==> src/hw/rtl/sha1sh_pkg.sv <==
// ----------------------------------------------------------------------------
// sha1sh_pkg
// shared types, constants and round functions of the sha-1 stream hasher
// ----------------------------------------------------------------------------
package sha1sh_pkg;

	localparam int NUM_WORDS   = 5;
	localparam int BLOCK_WORDS = 16;
	localparam int NUM_ROUNDS  = 80;
	localparam int H_AW        = $clog2(NUM_WORDS);
	localparam int W_AW        = $clog2(BLOCK_WORDS);
	localparam int RND_W       = $clog2(NUM_ROUNDS);

	localparam logic [7:0]  PAD_BYTE = 8'h80;
	localparam logic [5:0]  POS_MASK = 6'h3F;
	localparam logic [31:0] K0 = 32'h5A827999;
	localparam logic [31:0] K1 = 32'h6ED9EBA1;
	localparam logic [31:0] K2 = 32'h8F1BBCDC;
	localparam logic [31:0] K3 = 32'hCA62C1D6;

	// working variables a to e
	typedef struct packed {
		logic [31:0] a;
		logic [31:0] b;
		logic [31:0] c;
		logic [31:0] d;
		logic [31:0] e;
	} work_t;

	function automatic logic [31:0] init_word(input logic [H_AW-1:0] idx);
		logic [31:0] v;
		case (idx)
			3'd0:    v = 32'h67452301;
			3'd1:    v = 32'hEFCDAB89;
			3'd2:    v = 32'h98BADCFE;
			3'd3:    v = 32'h10325476;
			3'd4:    v = 32'hC3D2E1F0;
			default: v = 32'h0;
		endcase
		return v;
	endfunction

	function automatic logic [31:0] round_k(input logic [RND_W-1:0] rnd);
		logic [31:0] k;
		if (rnd < RND_W'(20))      k = K0;
		else if (rnd < RND_W'(40)) k = K1;
		else if (rnd < RND_W'(60)) k = K2;
		else                       k = K3;
		return k;
	endfunction

	function automatic logic [31:0] round_f(input logic [RND_W-1:0] rnd,
			input logic [31:0] b, input logic [31:0] c, input logic [31:0] d);
		logic [31:0] f;
		if (rnd < RND_W'(20))      f = (b & c) | (~b & d);
		else if (rnd < RND_W'(40)) f = b ^ c ^ d;
		else if (rnd < RND_W'(60)) f = (b & c) | (b & d) | (c & d);
		else                       f = b ^ c ^ d;
		return f;
	endfunction

endpackage

==> src/hw/rtl/sha1sh_if.sv <==
// ----------------------------------------------------------------------------
// sha1sh channel interfaces
// message byte channel and digest word channel, valid/ready
// ----------------------------------------------------------------------------
interface sha1sh_in_if;
	logic       valid;
	logic       ready;
	logic [7:0] data_byte;
	logic       byte_valid;
	logic       last;

	modport source (output valid, data_byte, byte_valid, last, input ready);
	modport sink   (input valid, data_byte, byte_valid, last, output ready);
endinterface

interface sha1sh_out_if;
	logic        valid;
	logic        ready;
	logic [31:0] digest_word;
	logic [2:0]  word_index;
	logic        last_word;

	modport source (output valid, digest_word, word_index, last_word, input ready);
	modport sink   (input valid, digest_word, word_index, last_word, output ready);
endinterface

==> src/hw/rtl/sha1sh_ram.sv <==
// ----------------------------------------------------------------------------
// sha1sh_ram
// generic one-write one-read ram with registered read data
// ----------------------------------------------------------------------------
module sha1sh_ram #(
	parameter int WIDTH = 32,
	parameter int DEPTH = 16
) (
	input  logic                     clk,
	input  logic                     we,
	input  logic [$clog2(DEPTH)-1:0] waddr,
	input  logic [WIDTH-1:0]         wdata,
	input  logic [$clog2(DEPTH)-1:0] raddr,
	output logic [WIDTH-1:0]         rdata
);

	logic [WIDTH-1:0] mem [DEPTH];

	always_ff @(posedge clk) begin
		if (we) begin
			mem[waddr] <= wdata;
		end
		rdata <= mem[raddr];
	end

endmodule

==> src/hw/rtl/sha1sh_round.sv <==
// ----------------------------------------------------------------------------
// sha1sh_round
// one sha-1 compression round on the working variables
// ----------------------------------------------------------------------------
module sha1sh_round (
	input  sha1sh_pkg::work_t                 cur,
	input  logic [31:0]                       w,
	input  logic [sha1sh_pkg::RND_W-1:0]      rnd,
	output sha1sh_pkg::work_t                 nxt
);

	logic [31:0] f;
	logic [31:0] k;
	logic [31:0] t;

	always_comb begin
		f = sha1sh_pkg::round_f(rnd, cur.b, cur.c, cur.d);
		k = sha1sh_pkg::round_k(rnd);
		t = {cur.a[26:0], cur.a[31:27]} + f + cur.e + k + w;
		nxt.a = t;
		nxt.b = cur.a;
		nxt.c = {cur.b[1:0], cur.b[31:2]};
		nxt.d = cur.c;
		nxt.e = cur.d;
	end

endmodule

==> src/hw/rtl/sha1_stream_hasher.sv <==
// ----------------------------------------------------------------------------
// sha1_stream_hasher
// byte-serial sha-1 hasher, five digest word beats per closed message
// ----------------------------------------------------------------------------
// A message is fed one byte per beat on msg; a beat with last high closes it
// (with or without a byte of its own) and the 160-bit digest follows on digest
// as five 32-bit beats, word 0 first, last_word on word 4. Each full 64-byte
// block then holds msg.ready low while the chaining words load from their
// ram, the 80 rounds run through the single round unit and the read-add-write
// back completes. Closing writes the padded words one per cycle (up to 16),
// compresses once or, when fewer than 9 bytes of the block are free, twice,
// and each digest word is then read out of the chaining ram. After reset
// no clearing pass is needed: the chaining words read as their initial
// values until written.
// ----------------------------------------------------------------------------
module sha1_stream_hasher (
	input  logic                clk,
	input  logic                arst_n,
	sha1sh_in_if.sink           msg,
	sha1sh_out_if.source        digest
);

	localparam int HAW = sha1sh_pkg::H_AW;
	localparam int WAW = sha1sh_pkg::W_AW;
	localparam int RW  = sha1sh_pkg::RND_W;
	localparam int NW  = sha1sh_pkg::NUM_WORDS;

	typedef enum logic [2:0] {
		ST_IDLE, ST_PAD, ST_LOAD, ST_ROUND, ST_FINAL, ST_EM_RD, ST_EM_CAP
	} state_t;

	state_t           state_q;
	logic [2:0]       cnt_q;      // load / write-back step
	logic [RW-1:0]    rnd_q;
	logic [WAW-1:0]   pw_q;       // pad write pointer
	logic [HAW-1:0]   oi_q;       // digest word pointer
	logic [63:0]      count_q;    // message bytes taken
	logic [23:0]      wacc_q;     // bytes of the word being assembled
	logic             close_pend_q;
	logic             in_pad_q;
	logic             pass2_q;
	logic [NW-1:0]    h_valid_q;
	logic [HAW-1:0]   h_raddr_s1;

	sha1sh_pkg::work_t st_q;
	sha1sh_pkg::work_t st_nxt;
	logic [31:0]      sched_q [sha1sh_pkg::BLOCK_WORDS];

	logic             out_valid_q;
	logic [31:0]      out_word_q;
	logic [2:0]       out_idx_q;
	logic             out_last_q;

	// ram ports
	logic             w_we;
	logic [WAW-1:0]   w_waddr;
	logic [31:0]      w_wdata;
	logic [WAW-1:0]   w_raddr;
	logic [31:0]      w_rdata;
	logic             h_we;
	logic [HAW-1:0]   h_waddr;
	logic [31:0]      h_wdata;
	logic [HAW-1:0]   h_raddr;
	logic [31:0]      h_rdata;

	logic             accept;
	logic [5:0]       byte_pos;
	logic [63:0]      next_count;
	logic [63:0]      bit_len;
	logic             extra;      // length field does not fit this block
	logic [31:0]      pad_word;
	logic [31:0]      pad_data;
	logic [31:0]      h_word;
	logic [31:0]      w_cur;
	logic [31:0]      w_mix;
	logic             out_load;
	logic             last_step;

	assign accept     = msg.valid && msg.ready;
	assign byte_pos   = count_q[5:0] & sha1sh_pkg::POS_MASK;
	assign next_count = count_q + {63'd0, msg.byte_valid};
	assign bit_len    = {count_q[60:0], 3'b000};
	assign extra      = byte_pos >= 6'd56;
	assign last_step  = cnt_q == 3'd5;

	// word holding the 0x80 marker, earlier bytes from the assembly register
	always_comb begin
		case (count_q[1:0])
			2'd0:    pad_word = {sha1sh_pkg::PAD_BYTE, 24'd0};
			2'd1:    pad_word = {wacc_q[7:0], sha1sh_pkg::PAD_BYTE, 16'd0};
			2'd2:    pad_word = {wacc_q[15:0], sha1sh_pkg::PAD_BYTE, 8'd0};
			default: pad_word = {wacc_q[23:0], sha1sh_pkg::PAD_BYTE};
		endcase
	end

	always_comb begin
		if (!pass2_q && pw_q == count_q[5:2]) begin
			pad_data = pad_word;
		end else if (pw_q >= WAW'(14) && (pass2_q || !extra)) begin
			pad_data = pw_q[0] ? bit_len[31:0] : bit_len[63:32];
		end else begin
			pad_data = 32'd0;
		end
	end

	// chaining words read as initial values until first written back
	assign h_word = h_valid_q[h_raddr_s1] ? h_rdata : sha1sh_pkg::init_word(h_raddr_s1);

	// message schedule: ram words for rounds 0..15, rolling taps after
	assign w_mix = sched_q[13] ^ sched_q[8] ^ sched_q[2] ^ sched_q[0];
	assign w_cur = (rnd_q < RW'(16)) ? w_rdata : {w_mix[30:0], w_mix[31]};

	always_comb begin
		w_we    = 1'b0;
		w_waddr = pw_q;
		w_wdata = pad_data;
		w_raddr = '0;
		h_we    = 1'b0;
		h_waddr = cnt_q - 3'd1;
		h_wdata = h_word + st_q.a;
		h_raddr = '0;
		case (state_q)
			ST_IDLE: begin
				if (accept && msg.byte_valid && byte_pos[1:0] == 2'd3) begin
					w_we    = 1'b1;
					w_waddr = byte_pos[5:2];
					w_wdata = {wacc_q, msg.data_byte};
				end
			end
			ST_PAD: begin
				w_we = 1'b1;
			end
			ST_LOAD: begin
				h_raddr = (cnt_q < 3'd5) ? cnt_q : '0;
			end
			ST_ROUND: begin
				w_raddr = rnd_q[WAW-1:0] + WAW'(1);
			end
			ST_FINAL: begin
				h_raddr = (cnt_q < 3'd5) ? cnt_q : '0;
				h_we    = cnt_q != 3'd0;
			end
			ST_EM_RD, ST_EM_CAP: begin
				h_raddr = oi_q;
			end
			default: begin
			end
		endcase
	end

	sha1sh_ram #(
		.WIDTH (32),
		.DEPTH (sha1sh_pkg::BLOCK_WORDS)
	) u_wram (
		.clk   (clk),
		.we    (w_we),
		.waddr (w_waddr),
		.wdata (w_wdata),
		.raddr (w_raddr),
		.rdata (w_rdata)
	);

	sha1sh_ram #(
		.WIDTH (32),
		.DEPTH (sha1sh_pkg::NUM_WORDS)
	) u_hram (
		.clk   (clk),
		.we    (h_we),
		.waddr (h_waddr),
		.wdata (h_wdata),
		.raddr (h_raddr),
		.rdata (h_rdata)
	);

	sha1sh_round u_round (
		.cur (st_q),
		.w   (w_cur),
		.rnd (rnd_q),
		.nxt (st_nxt)
	);

	assign out_load = state_q == ST_EM_CAP && (!out_valid_q || digest.ready);

	// sequencer
	always_ff @(posedge clk or negedge arst_n) begin
		if (!arst_n) begin
			state_q      <= ST_IDLE;
			cnt_q        <= '0;
			rnd_q        <= '0;
			pw_q         <= '0;
			oi_q         <= '0;
			count_q      <= '0;
			close_pend_q <= 1'b0;
			in_pad_q     <= 1'b0;
			pass2_q      <= 1'b0;
			h_valid_q    <= '0;
			h_raddr_s1   <= '0;
			out_valid_q  <= 1'b0;
		end else begin
			h_raddr_s1 <= h_raddr;
			// output register: a new word may replace the one taken this cycle
			if (out_load) begin
				out_valid_q <= 1'b1;
			end else if (digest.valid && digest.ready) begin
				out_valid_q <= 1'b0;
			end
			case (state_q)
				ST_IDLE: begin
					if (accept) begin
						count_q <= next_count;
						if (msg.byte_valid && byte_pos == 6'd63) begin
							state_q      <= ST_LOAD;
							cnt_q        <= '0;
							close_pend_q <= msg.last;
							in_pad_q     <= 1'b0;
						end else if (msg.last) begin
							state_q  <= ST_PAD;
							in_pad_q <= 1'b1;
							pass2_q  <= 1'b0;
							pw_q     <= next_count[5:2];
						end
					end
				end
				ST_PAD: begin
					pw_q <= pw_q + WAW'(1);
					if (pw_q == WAW'(15)) begin
						state_q <= ST_LOAD;
						cnt_q   <= '0;
					end
				end
				ST_LOAD: begin
					cnt_q <= cnt_q + 3'd1;
					if (last_step) begin
						state_q <= ST_ROUND;
						rnd_q   <= '0;
					end
				end
				ST_ROUND: begin
					rnd_q <= rnd_q + RW'(1);
					if (rnd_q == RW'(sha1sh_pkg::NUM_ROUNDS - 1)) begin
						state_q <= ST_FINAL;
						cnt_q   <= '0;
					end
				end
				ST_FINAL: begin
					cnt_q <= cnt_q + 3'd1;
					if (cnt_q != 3'd0) begin
						h_valid_q[h_waddr] <= 1'b1;
					end
					if (last_step) begin
						if (!in_pad_q) begin
							// block filled by data; close now if that beat was last
							if (close_pend_q) begin
								state_q  <= ST_PAD;
								in_pad_q <= 1'b1;
								pass2_q  <= 1'b0;
								pw_q     <= count_q[5:2];
							end else begin
								state_q <= ST_IDLE;
							end
						end else if (!pass2_q && extra) begin
							// length spills into a second padding block
							state_q <= ST_PAD;
							pass2_q <= 1'b1;
							pw_q    <= '0;
						end else begin
							state_q <= ST_EM_RD;
							oi_q    <= '0;
						end
					end
				end
				ST_EM_RD: begin
					state_q <= ST_EM_CAP;
				end
				ST_EM_CAP: begin
					if (out_load) begin
						if (oi_q == HAW'(NW - 1)) begin
							// digest handed off, back to a fresh message
							state_q      <= ST_IDLE;
							oi_q         <= '0;
							count_q      <= '0;
							h_valid_q    <= '0;
							close_pend_q <= 1'b0;
							in_pad_q     <= 1'b0;
							pass2_q      <= 1'b0;
						end else begin
							oi_q    <= oi_q + HAW'(1);
							state_q <= ST_EM_RD;
						end
					end
				end
				default: begin
					state_q <= ST_IDLE;
				end
			endcase
		end
	end

	// datapath registers
	always_ff @(posedge clk) begin
		if (state_q == ST_IDLE && accept && msg.byte_valid) begin
			wacc_q <= {wacc_q[15:0], msg.data_byte};
		end
		case (state_q)
			ST_LOAD: begin
				if (cnt_q != 3'd0) begin
					st_q <= {st_q.b, st_q.c, st_q.d, st_q.e, h_word};
				end
			end
			ST_ROUND: begin
				st_q <= st_nxt;
				for (int i = 0; i < sha1sh_pkg::BLOCK_WORDS - 1; i++) begin
					sched_q[i] <= sched_q[i+1];
				end
				sched_q[sha1sh_pkg::BLOCK_WORDS-1] <= w_cur;
			end
			ST_FINAL: begin
				if (cnt_q != 3'd0) begin
					st_q <= {st_q.b, st_q.c, st_q.d, st_q.e, st_q.e};
				end
			end
			default: begin
			end
		endcase
		if (out_load) begin
			out_word_q <= h_word;
			out_idx_q  <= 3'(oi_q);
			out_last_q <= oi_q == HAW'(NW - 1);
		end
	end

	assign msg.ready          = state_q == ST_IDLE;
	assign digest.valid       = out_valid_q;
	assign digest.digest_word = out_word_q;
	assign digest.word_index  = out_idx_q;
	assign digest.last_word   = out_last_q;

	// no message beat is taken while a digest word other than the last is pending
	a_no_take_mid_digest: assert property (@(posedge clk) disable iff (!arst_n)
		digest.valid && !digest.last_word |-> !msg.ready)
		else $error("message beat taken while digest incomplete");

	// write-back never hits the word being read
	a_hram_no_clash: assert property (@(posedge clk) disable iff (!arst_n)
		h_we |-> h_waddr != h_raddr)
		else $error("chaining ram read and write at one address");

	// block words hold still while a compression runs
	a_wram_quiet: assert property (@(posedge clk) disable iff (!arst_n)
		(state_q == ST_LOAD || state_q == ST_ROUND || state_q == ST_FINAL) |-> !w_we)
		else $error("block ram written during compression");

	// last_word flags exactly word four
	a_last_index: assert property (@(posedge clk) disable iff (!arst_n)
		digest.valid |-> digest.last_word == (digest.word_index == 3'd4))
		else $error("last_word and word_index disagree");

	// a new digest word only follows a taken one
	a_out_hold: assert property (@(posedge clk) disable iff (!arst_n)
		digest.valid && !digest.ready |=> digest.valid && $stable(digest.word_index))
		else $error("digest beat dropped while stalled");

endmodule

==> src/flat_wrapper.sv <==
// flat-port wrapper written by rule: the top's interface ports become plain ports
module sha1_stream_hasher_flat 
  (clk, arst_n, msg_valid, msg_data_byte, msg_byte_valid, msg_last, msg_ready, digest_valid, digest_digest_word, digest_word_index, digest_last_word, digest_ready);
  sha1sh_in_if msg_i ();
  sha1sh_out_if digest_i ();
  input  logic clk;
  input  logic arst_n;
  input wire logic [$bits(msg_i.valid)-1:0] msg_valid;
  input wire logic [$bits(msg_i.data_byte)-1:0] msg_data_byte;
  input wire logic [$bits(msg_i.byte_valid)-1:0] msg_byte_valid;
  input wire logic [$bits(msg_i.last)-1:0] msg_last;
  output wire logic [$bits(msg_i.ready)-1:0] msg_ready;
  output wire logic [$bits(digest_i.valid)-1:0] digest_valid;
  output wire logic [$bits(digest_i.digest_word)-1:0] digest_digest_word;
  output wire logic [$bits(digest_i.word_index)-1:0] digest_word_index;
  output wire logic [$bits(digest_i.last_word)-1:0] digest_last_word;
  input wire logic [$bits(digest_i.ready)-1:0] digest_ready;
  assign msg_i.valid = msg_valid;
  assign msg_i.data_byte = msg_data_byte;
  assign msg_i.byte_valid = msg_byte_valid;
  assign msg_i.last = msg_last;
  assign msg_ready = msg_i.ready;
  assign digest_valid = digest_i.valid;
  assign digest_digest_word = digest_i.digest_word;
  assign digest_word_index = digest_i.word_index;
  assign digest_last_word = digest_i.last_word;
  assign digest_i.ready = digest_ready;
  sha1_stream_hasher u_core (.clk(clk), .arst_n(arst_n), .msg(msg_i), .digest(digest_i));
endmodule
==> config.mk <==
export PLATFORM = sky130hd
export DESIGN_NAME = sha1_stream_hasher_flat
export DESIGN_NICKNAME = d
export VERILOG_FILES = /design/src/hw/rtl/sha1sh_pkg.sv /design/src/hw/rtl/sha1sh_if.sv /design/src/hw/rtl/sha1sh_ram.sv /design/src/hw/rtl/sha1sh_round.sv /design/src/hw/rtl/sha1_stream_hasher.sv /design/src/flat_wrapper.sv
export SDC_FILE = /design/constraint.sdc
export NUM_CORES = 2
export LEC_CHECK = 0
export BUFFER_PORTS_ARGS = -buffer_cell sky130_fd_sc_hd__buf_2
export CAP_MARGIN = 20
export CORE_UTILIZATION = 60
export DETAILED_ROUTE_END_ITERATION = 8
export GPL_ROUTABILITY_DRIVEN = 0
export GPL_TIMING_DRIVEN = 0
export HOLD_SLACK_MARGIN = 0.02
export PLACE_DENSITY = 0.83
export SLEW_MARGIN = 20
export SYNTH_ARGS = -nofsm -noshare
export SYNTH_HDL_FRONTEND = slang
export SYNTH_SLANG_ARGS = --single-unit
==> constraint.sdc <==
create_clock -name clk -period 19.2 [get_ports clk]
set_input_delay 0.96 -clock clk [delete_from_list [all_inputs] [get_ports clk]]
set_output_delay 0.96 -clock clk [all_outputs]
set_load 0.005 [all_outputs]
Word-level counts from Yosys, hierarchy flattened

Memories as Yosys holds them, arrays and structs flattened. A register that Yosys moved wholly into a read port is not among the register bits.
Cells that the tools add are included.

Flip-flop bits (word level): 316
Bits in writable memories: 1,184
Input bits: 14
Logic and storage cells: 240
Memories: 3

Add/sub/neg operators: 12
Magnitude comparators: 10
Eq/ne operators: 36
Multiplexer cells: 100
Bitwise operators: 15
Reduce and logical (&&, ||, !) cells: 43

Memories:

| name              | words | bits a word | read ports | clocked after memory_dff | write ports | RTL line                 | RTL |
|---|---|---|---|---|---|---|---|
| u_core.sched_q    | 16    | 32          | 16         | 0                        | 16          | sha1_stream_hasher.sv:47 | `logic [31:0] sched_q [sha1sh_pkg::BLOCK_WORDS];` |
| u_core.u_wram.mem | 16    | 32          | 1          | 1                        | 1           | sha1sh_ram.sv:17         | `logic [WIDTH-1:0] mem [DEPTH];` |
| u_core.u_hram.mem | 5     | 32          | 1          | 1                        | 1           | sha1sh_ram.sv:17         |  |

Operator list:

| kind               | number |
|---|---|
| $pmux 160 s3       | 1 |
| $mux 32            | 12 |
| $mux 160           | 2 |
| $mux 64            | 3 |
| $add 32x32->32     | 5 |
| $pmux 32 s5        | 1 |
| $xor 32x32->32     | 5 |
| $and 32x32->32     | 4 |
| $pmux 64 s2        | 1 |
| $or 32x32->32      | 3 |
| $pmux 32 s3        | 1 |
| $add 64x1->64      | 1 |
| $mux 3             | 21 |
| $mux 4             | 10 |
| $not 32->32        | 1 |
| $mux 31            | 1 |
| $mux 1             | 30 |
| $pmux 3 s7         | 1 |
| $eq 3x3->1 const B | 6 |
| $ne 2x1->1 const B | 8 |
| $mux 5             | 3 |
| $reduce_and 5->1   | 3 |
| $lt 7x5->1 const B | 2 |
| $lt 7x6->1 const B | 2 |
| other kinds (47)   | 89 |

Longest topological paths before layout

Word-level depth: 11
Gate-level depth with buffers: 24
Depth with buffers taken out: 21

Hierarchy

Synthesis repeated with hierarchy kept, for this count alone.

Cell total of the unflattened synthesis: 4,435
Area total of the unflattened synthesis: 66,497.5 µm²

By module, submodules not included:

| module                      | times used | cells an instance | area an instance (µm²) | seq. area each (µm²) |
|---|---|---|---|---|
| sha1_stream_hasher          | 1          | 2,458             | 33,224.4               | 24,308.3 |
| sha1sh_ram at u_core.u_wram | 1          | 838               | 19,835.3               | 16,015.4 |
| sha1sh_ram at u_core.u_hram | 1          | 381               | 6,910.4                | 5,445.2 |
| sha1sh_round                | 1          | 758               | 6,527.5                | 0.0 |

Worst setup path before layout

Ideal clock, no wire load.

Path type: reg2reg
Start: register u_core.state_q[2]
End: memory u_core.sched_q[0][0], enable pin
Setup time: 1.077 ns
Arrival: 15.278 ns
Required time: 18.123 ns
Setup slack: 2.845 ns
Cell stages (with the launch flop): 7
Path buffers: 3
Path through: dfrtp_1 buf_2 nor2b_1 nand2_1 inv_2 clkbuf_1 clkbuf_1

RTL lines:

| element                | RTL line                  | RTL |
|---|---|---|
| from (decl)            | sha1_stream_hasher.sv:32  | `state_t state_q;` |
| from (signal assigned) | sha1_stream_hasher.sv:187 | `state_q <= ST_IDLE;` |
| from (signal assigned) | sha1_stream_hasher.sv:212 | `state_q <= ST_LOAD;` |
| from (signal assigned) | sha1_stream_hasher.sv:217 | `state_q <= ST_PAD;` |
| to (decl)              | sha1_stream_hasher.sv:47  |  |

Worst setup path after layout

Start: register u_core.rnd_q[3]
End: register u_core.st_q[156] (netlist name), data pin

Cells in the longest elaborated chain, start to end: 9
Elaborated cells on any way between the ends: 16
Those cells by class: add/sub (4); order compare (4); mux (8)

RTL lines:

| element                      | RTL line                           | RTL |
|---|---|---|
| from (decl)                  | sha1_stream_hasher.sv:34           | `logic [RW-1:0] rnd_q;` |
| from (signal assigned)       | sha1_stream_hasher.sv:239          | `rnd_q <= rnd_q + RW'(1);` |
| $lt 7x6->1                   | sha1sh_pkg.sv:47, sha1sh_pkg.sv:57 |  |
| $mux 32                      | sha1sh_pkg.sv:57                   | `else if (rnd < RND_W'(60)) f = (b & c) \| (b & d) \| (c & d);` |
| $mux 32                      | sha1sh_pkg.sv:56                   | `else if (rnd < RND_W'(40)) f = b ^ c ^ d;` |
| $mux 32                      | sha1sh_pkg.sv:55                   | `if (rnd < RND_W'(20)) f = (b & c) \| (~b & d);` |
| $add 32x32->32 (3 in series) | sha1sh_round.sv:19                 | `t = {cur.a[26:0], cur.a[31:27]} + f + cur.e + k + w;` |
| $add 32x32->32 (*)           | sha1sh_round.sv:19                 |  |
| $pmux 160 s3 (*)             | sha1_stream_hasher.sv:304          | `case (state_q)` |
| to (signal assigned)         | sha1_stream_hasher.sv:307          | `st_q <= {st_q.b, st_q.c, st_q.d, st_q.e, h_word};` |
| to (signal assigned)         | sha1_stream_hasher.sv:311          | `st_q <= st_nxt;` |
| to (signal assigned)         | sha1_stream_hasher.sv:319          | `st_q <= {st_q.b, st_q.c, st_q.d, st_q.e, st_q.e};` |
| to (decl)                    | sha1_stream_hasher.sv:45           | `sha1sh_pkg::work_t st_q;` |

Every way passes the cells marked *; elsewhere a longest branch is shown, timed or not.
A chain may end at the register's enable or synchronous reset.

==> flow_metrics.py <==
metrics = {
    "floorplanning": {
        "die_h_um": 334,
        "die_area_um2": 112000,
        "start_util": 0.606,
        "core-area_um2": 109000,
        "pin_count": 52,
        "rows": 121,
        "die_w_um": 334,
    },
    "logic_synthesis": {
        "yosys-top-cells-area": "edfxtp_1 (64%), nand2_1 (4.4%), fa_1 (3.7%)",
        "yosysTopAreaCellShare": 0.637,
        "yosysTopAreaCell": "edfxtp_1",
        "syn_avg_cell_area_um2": 14.0,
        "synthFlopType": "edfxtp_1",
        "synth_edf_count": 1404,
        "yosys-top-cells-count": "edfxtp_1 (1404), nand2_1 (771), inv_1 (220)",
        "ys_types": 85,
        "async_reset_ff_frac": 0.0596,
        "syn-num-nets": 4963,
        "syn_area_um2": 66200,
        "synth-seq-cells": 1561,
        "yosysSeqAreaShare": 0.692,
        "syn_inst": 4740,
        "synth_warnings": 0,
        "yosysMostFrequentCell": "edfxtp_1",
    },
    "sta": {
        "period_needed_ns": 7.99,
        "hold_viol": 0,
        "rsz0062_at_grt": "no",
        "drv_slew": 0,
        "fin_ws_ns": 11.21,
        "min_period_over_period": 0.416,
        "setup_violations": 0,
        "fin_skew_ns": 0.0319,
        "max_slew.worst_pin.slew_ns": 1.22,
        "fmax_ghz": 0.125,
        "relSlewSlack": 0.190,
    },
    "worst_setup_path": {
        "crit_family": "compound AO/OA/AOI/OAI gates",
        "crit_start": "u_core.rnd_q[3]",
        "critPathBufInv": 6,
        "cp-end-kind": "register",
        "cp_slowest_stage_delay_ns": 0.70,
        "critPathKind": "reg2reg",
        "cpMaxStageDelayCell": "buf_1",
        "reg2reg_from": "u_core.rnd_q[3]",
        "crit_chain": "clkbuf_1 -> o21ai_0 -> nand2_1 -> inv_1 -> clkbuf_1 -> buf_1 -> nor2_1 -> fa_1 -> fa_1 -> inv_1 -> fa_1 -> inv_1 -> ha_1 -> a21oi_1 -> o21ai_0 -> a2111oi_0 -> o22ai_1 -> a2bb2oi_1 -> a21oi_1 -> o21a_1 -> o31ai_1",
        "cp_max_fo": 10,
        "cp_data_arrival_time_ns": 8.54,
        "required_ns": 19.76,
        "cp-start-kind": "register",
    },
    "drt": {
        "top_layer": "met5",
        "vias": 42600,
        "dr.pass1.iters": 7,
        "wirelength_um": 173000,
        "post_drt_wl_per_cell_um": 26.2,
        "m1WireLength_um": 62500,
        "first_iter_violations": 6398,
        "ant_nets": 0,
        "viasPerCell": 6.45,
        "wl_met2_um": 79100,
        "wl_met3_um": 20900,
        "drc": 0,
    },
    "place": {
        "dpl-instance-area_um2": 69600,
        "dpl_worst_slack_ns": 11.61,
        "hpwl_um": 115000,
        "io_buffers": 51,
    },
    "cts": {
        "cts_root_buf": "clkbuf_16",
        "holdBufCountCts": 0,
        "cts_tree": "built",
        "clock_sinks": 1561,
        "clk_pin_slew_ns": 0.06,
        "clock_path_buffers": 3,
        "ctsResizeCount": 0,
        "clock_latency_ns": 0.78,
        "cts_setup_buffers": 0,
        "numCtsBuffers": 146,
        "htreeDepth": 4,
    },
    "global_route": {
        "antenna_found_initial": 7,
        "gr-usage-all-layers": 0.309,
        "grt_first_pass_wirelength_um": 255000,
        "grt_pass1_vias": 41400,
        "grt_max_degree": 68,
        "grt-ovfl-total": 0,
    },
    "cells_and_area": {
        "nNetsFinal": 5225,
        "post_route_cells_drive_above_1_share": 0.0898,
        "ff_latch_area_um2": 45800,
        "design_area_um2": 74400,
        "multi_input_area_um2": 18900,
        "fillers": 6797,
        "areaGrowthSynthToFinish_pct": 12.5,
    },
    "power_and_ir_drop": {
        "cellLeakagePower_uw": 0.0265,
        "irDropWorstVdd_uv": 85.5,
        "p_per_area_nw_per_um2": 88.4,
        "fin_total_pwr_uw": 6580,
    },
    "hold_path": {
        "hold_class": "in2async",
    },
    "run_status": {
        "status": "completed",
    },
    "flow_run": {
        "drv_cap": 0,
    },
}
placed cells by master (no fill, tap or decap), types with 64 or more instances in the layout:
cell          n
ha_1         88
dfxtp_1      64
nand3_1     108
clkbuf_1    217
dfrtp_1      93
mux2i_1     206
inv_1       220
nor2_1      195
xnor2_1     149
a211oi_1     77
edfxtp_1   1404
o21ai_0     155
a21oi_1     149
nand2_1     771
fa_1        121
nor2b_1      78
buf_2        71
a311oi_1     97
clkbuf_16   146
cells by family (layout without fill, tap and decap cells):
kind of cell / after synthesis / in the layout / synth area share
AO/OA/AOI/OAI: 745 / 745 / 0.0762
XOR/XNOR: 201 / 201 / 0.0267
adder cells (fa/ha/maj): 209 / 209 / 0.0533
buffers and inverters: 444 / 826 / 0.0258
flip-flops: 1561 / 1561 / 0.692
multiplexers: 249 / 249 / 0.0387
other: 0 / 3 / 0
AND/OR/NAND/NOR: 1331 / 1331 / 0.0876
per-layer routing:
metal / up-vias / global-route usage
li1: 17900 / -
met1: 20800 / 0.406
met2: 3290 / 0.480
met3: 634 / 0.0723
met4: 6 / 0.168
met5: - / 0
path summary, 6_finish.rpt:
| check | endpoint | slack (ns) | cells after the start |
|---|---|---|---|
| worst max-delay path | u_core.st_q[156] | 11.21 | 21 |
| worst max register to register | u_core.st_q[156] | 11.21 | 21 |
| max in group asynchronous | u_core.h_valid_q[2] | 18.49 | 2 |
| worst min register to register | u_core.sched_q[4][13] | 0.41 | 0 |
| min in group clk | u_core.wacc_q[2] | 0.38 | 1 |
| worst min-delay path | u_core.count_q[31] | 0.05 | 1 |
flip-flops by register name, indices dropped and copies added (netlist names):
name and count:
u_core.u_wram.mem 512, u_core.digest.valid 1, u_core.count_q 61, u_core.cnt_q 3
u_core.st_q 160, u_core.u_wram.rdata 32, u_core.u_hram.mem 160, u_core.digest.last_word 1
u_core.sched_q 512, u_core.digest.word_index 3, u_core.h_valid_q 5, u_core.state_q 3
u_core.close_pend_q 1, u_core.rnd_q 7, u_core.digest.digest_word 32, u_core.pw_q 4
u_core.h_raddr_s1 3, u_core.pass2_q 1, u_core.u_hram.rdata 32, u_core.in_pad_q 1
u_core.oi_q 3, u_core.wacc_q 24
power breakdown:
group | switching, uW | leakage (uW) | internal (uW)
sequential | 0.00000000000000368 | 0.0144 | 3650
combinational | 5.28 | 0.00980 | 1.81
clock | 1310 | 0.00232 | 1610
total | 1310 | 0.0265 | 5260
stage by stage:
step / instances / hold slack, ns / setup TNS, ns / util
2_1_floorplan: 4740 / 0.400 / 0 / -
5_1_grt: 6599 / 0.0564 / 0 / 0.682
3_3_place_gp: 6267 / 0.400 / -1332.27 / 0.625
3_5_place_dp: 6330 / 0.405 / 0 / 0.638
4_1_cts: 6598 / 0.0380 / 0 / 0.682
6_report: 6601 / 0.0459 / 0 / 0.682
area by class of cell:
cell class              count  area share
diodes                      3    0.000101
clock inverters            67      0.0111
flip-flops and latches   1561       0.615
clock buffers             201      0.0533
plain buffers             222      0.0118
inverters                 222      0.0112
multi-input cells        2735       0.254
repair buffers            114      0.0182
well taps                1476      0.0248
worst register-to-register path, stage by stage, from the launching register on:
cell and delay (ns):
dfrtp_1 0.36, clkbuf_1 0.22, o21ai_0 0.21, nand2_1 0.48, inv_1 0.23, clkbuf_1 0.64, buf_1 0.70, nor2_1 0.50
fa_1 0.57, fa_1 0.56, inv_1 0.08, fa_1 0.53, inv_1 0.04, ha_1 0.39, a21oi_1 0.25, o21ai_0 0.21
a2111oi_0 0.49, o22ai_1 0.27, a2bb2oi_1 0.39, a21oi_1 0.16, o21a_1 0.19, o31ai_1 0.32
No activity file was read; power rests on OpenSTA's default activity.
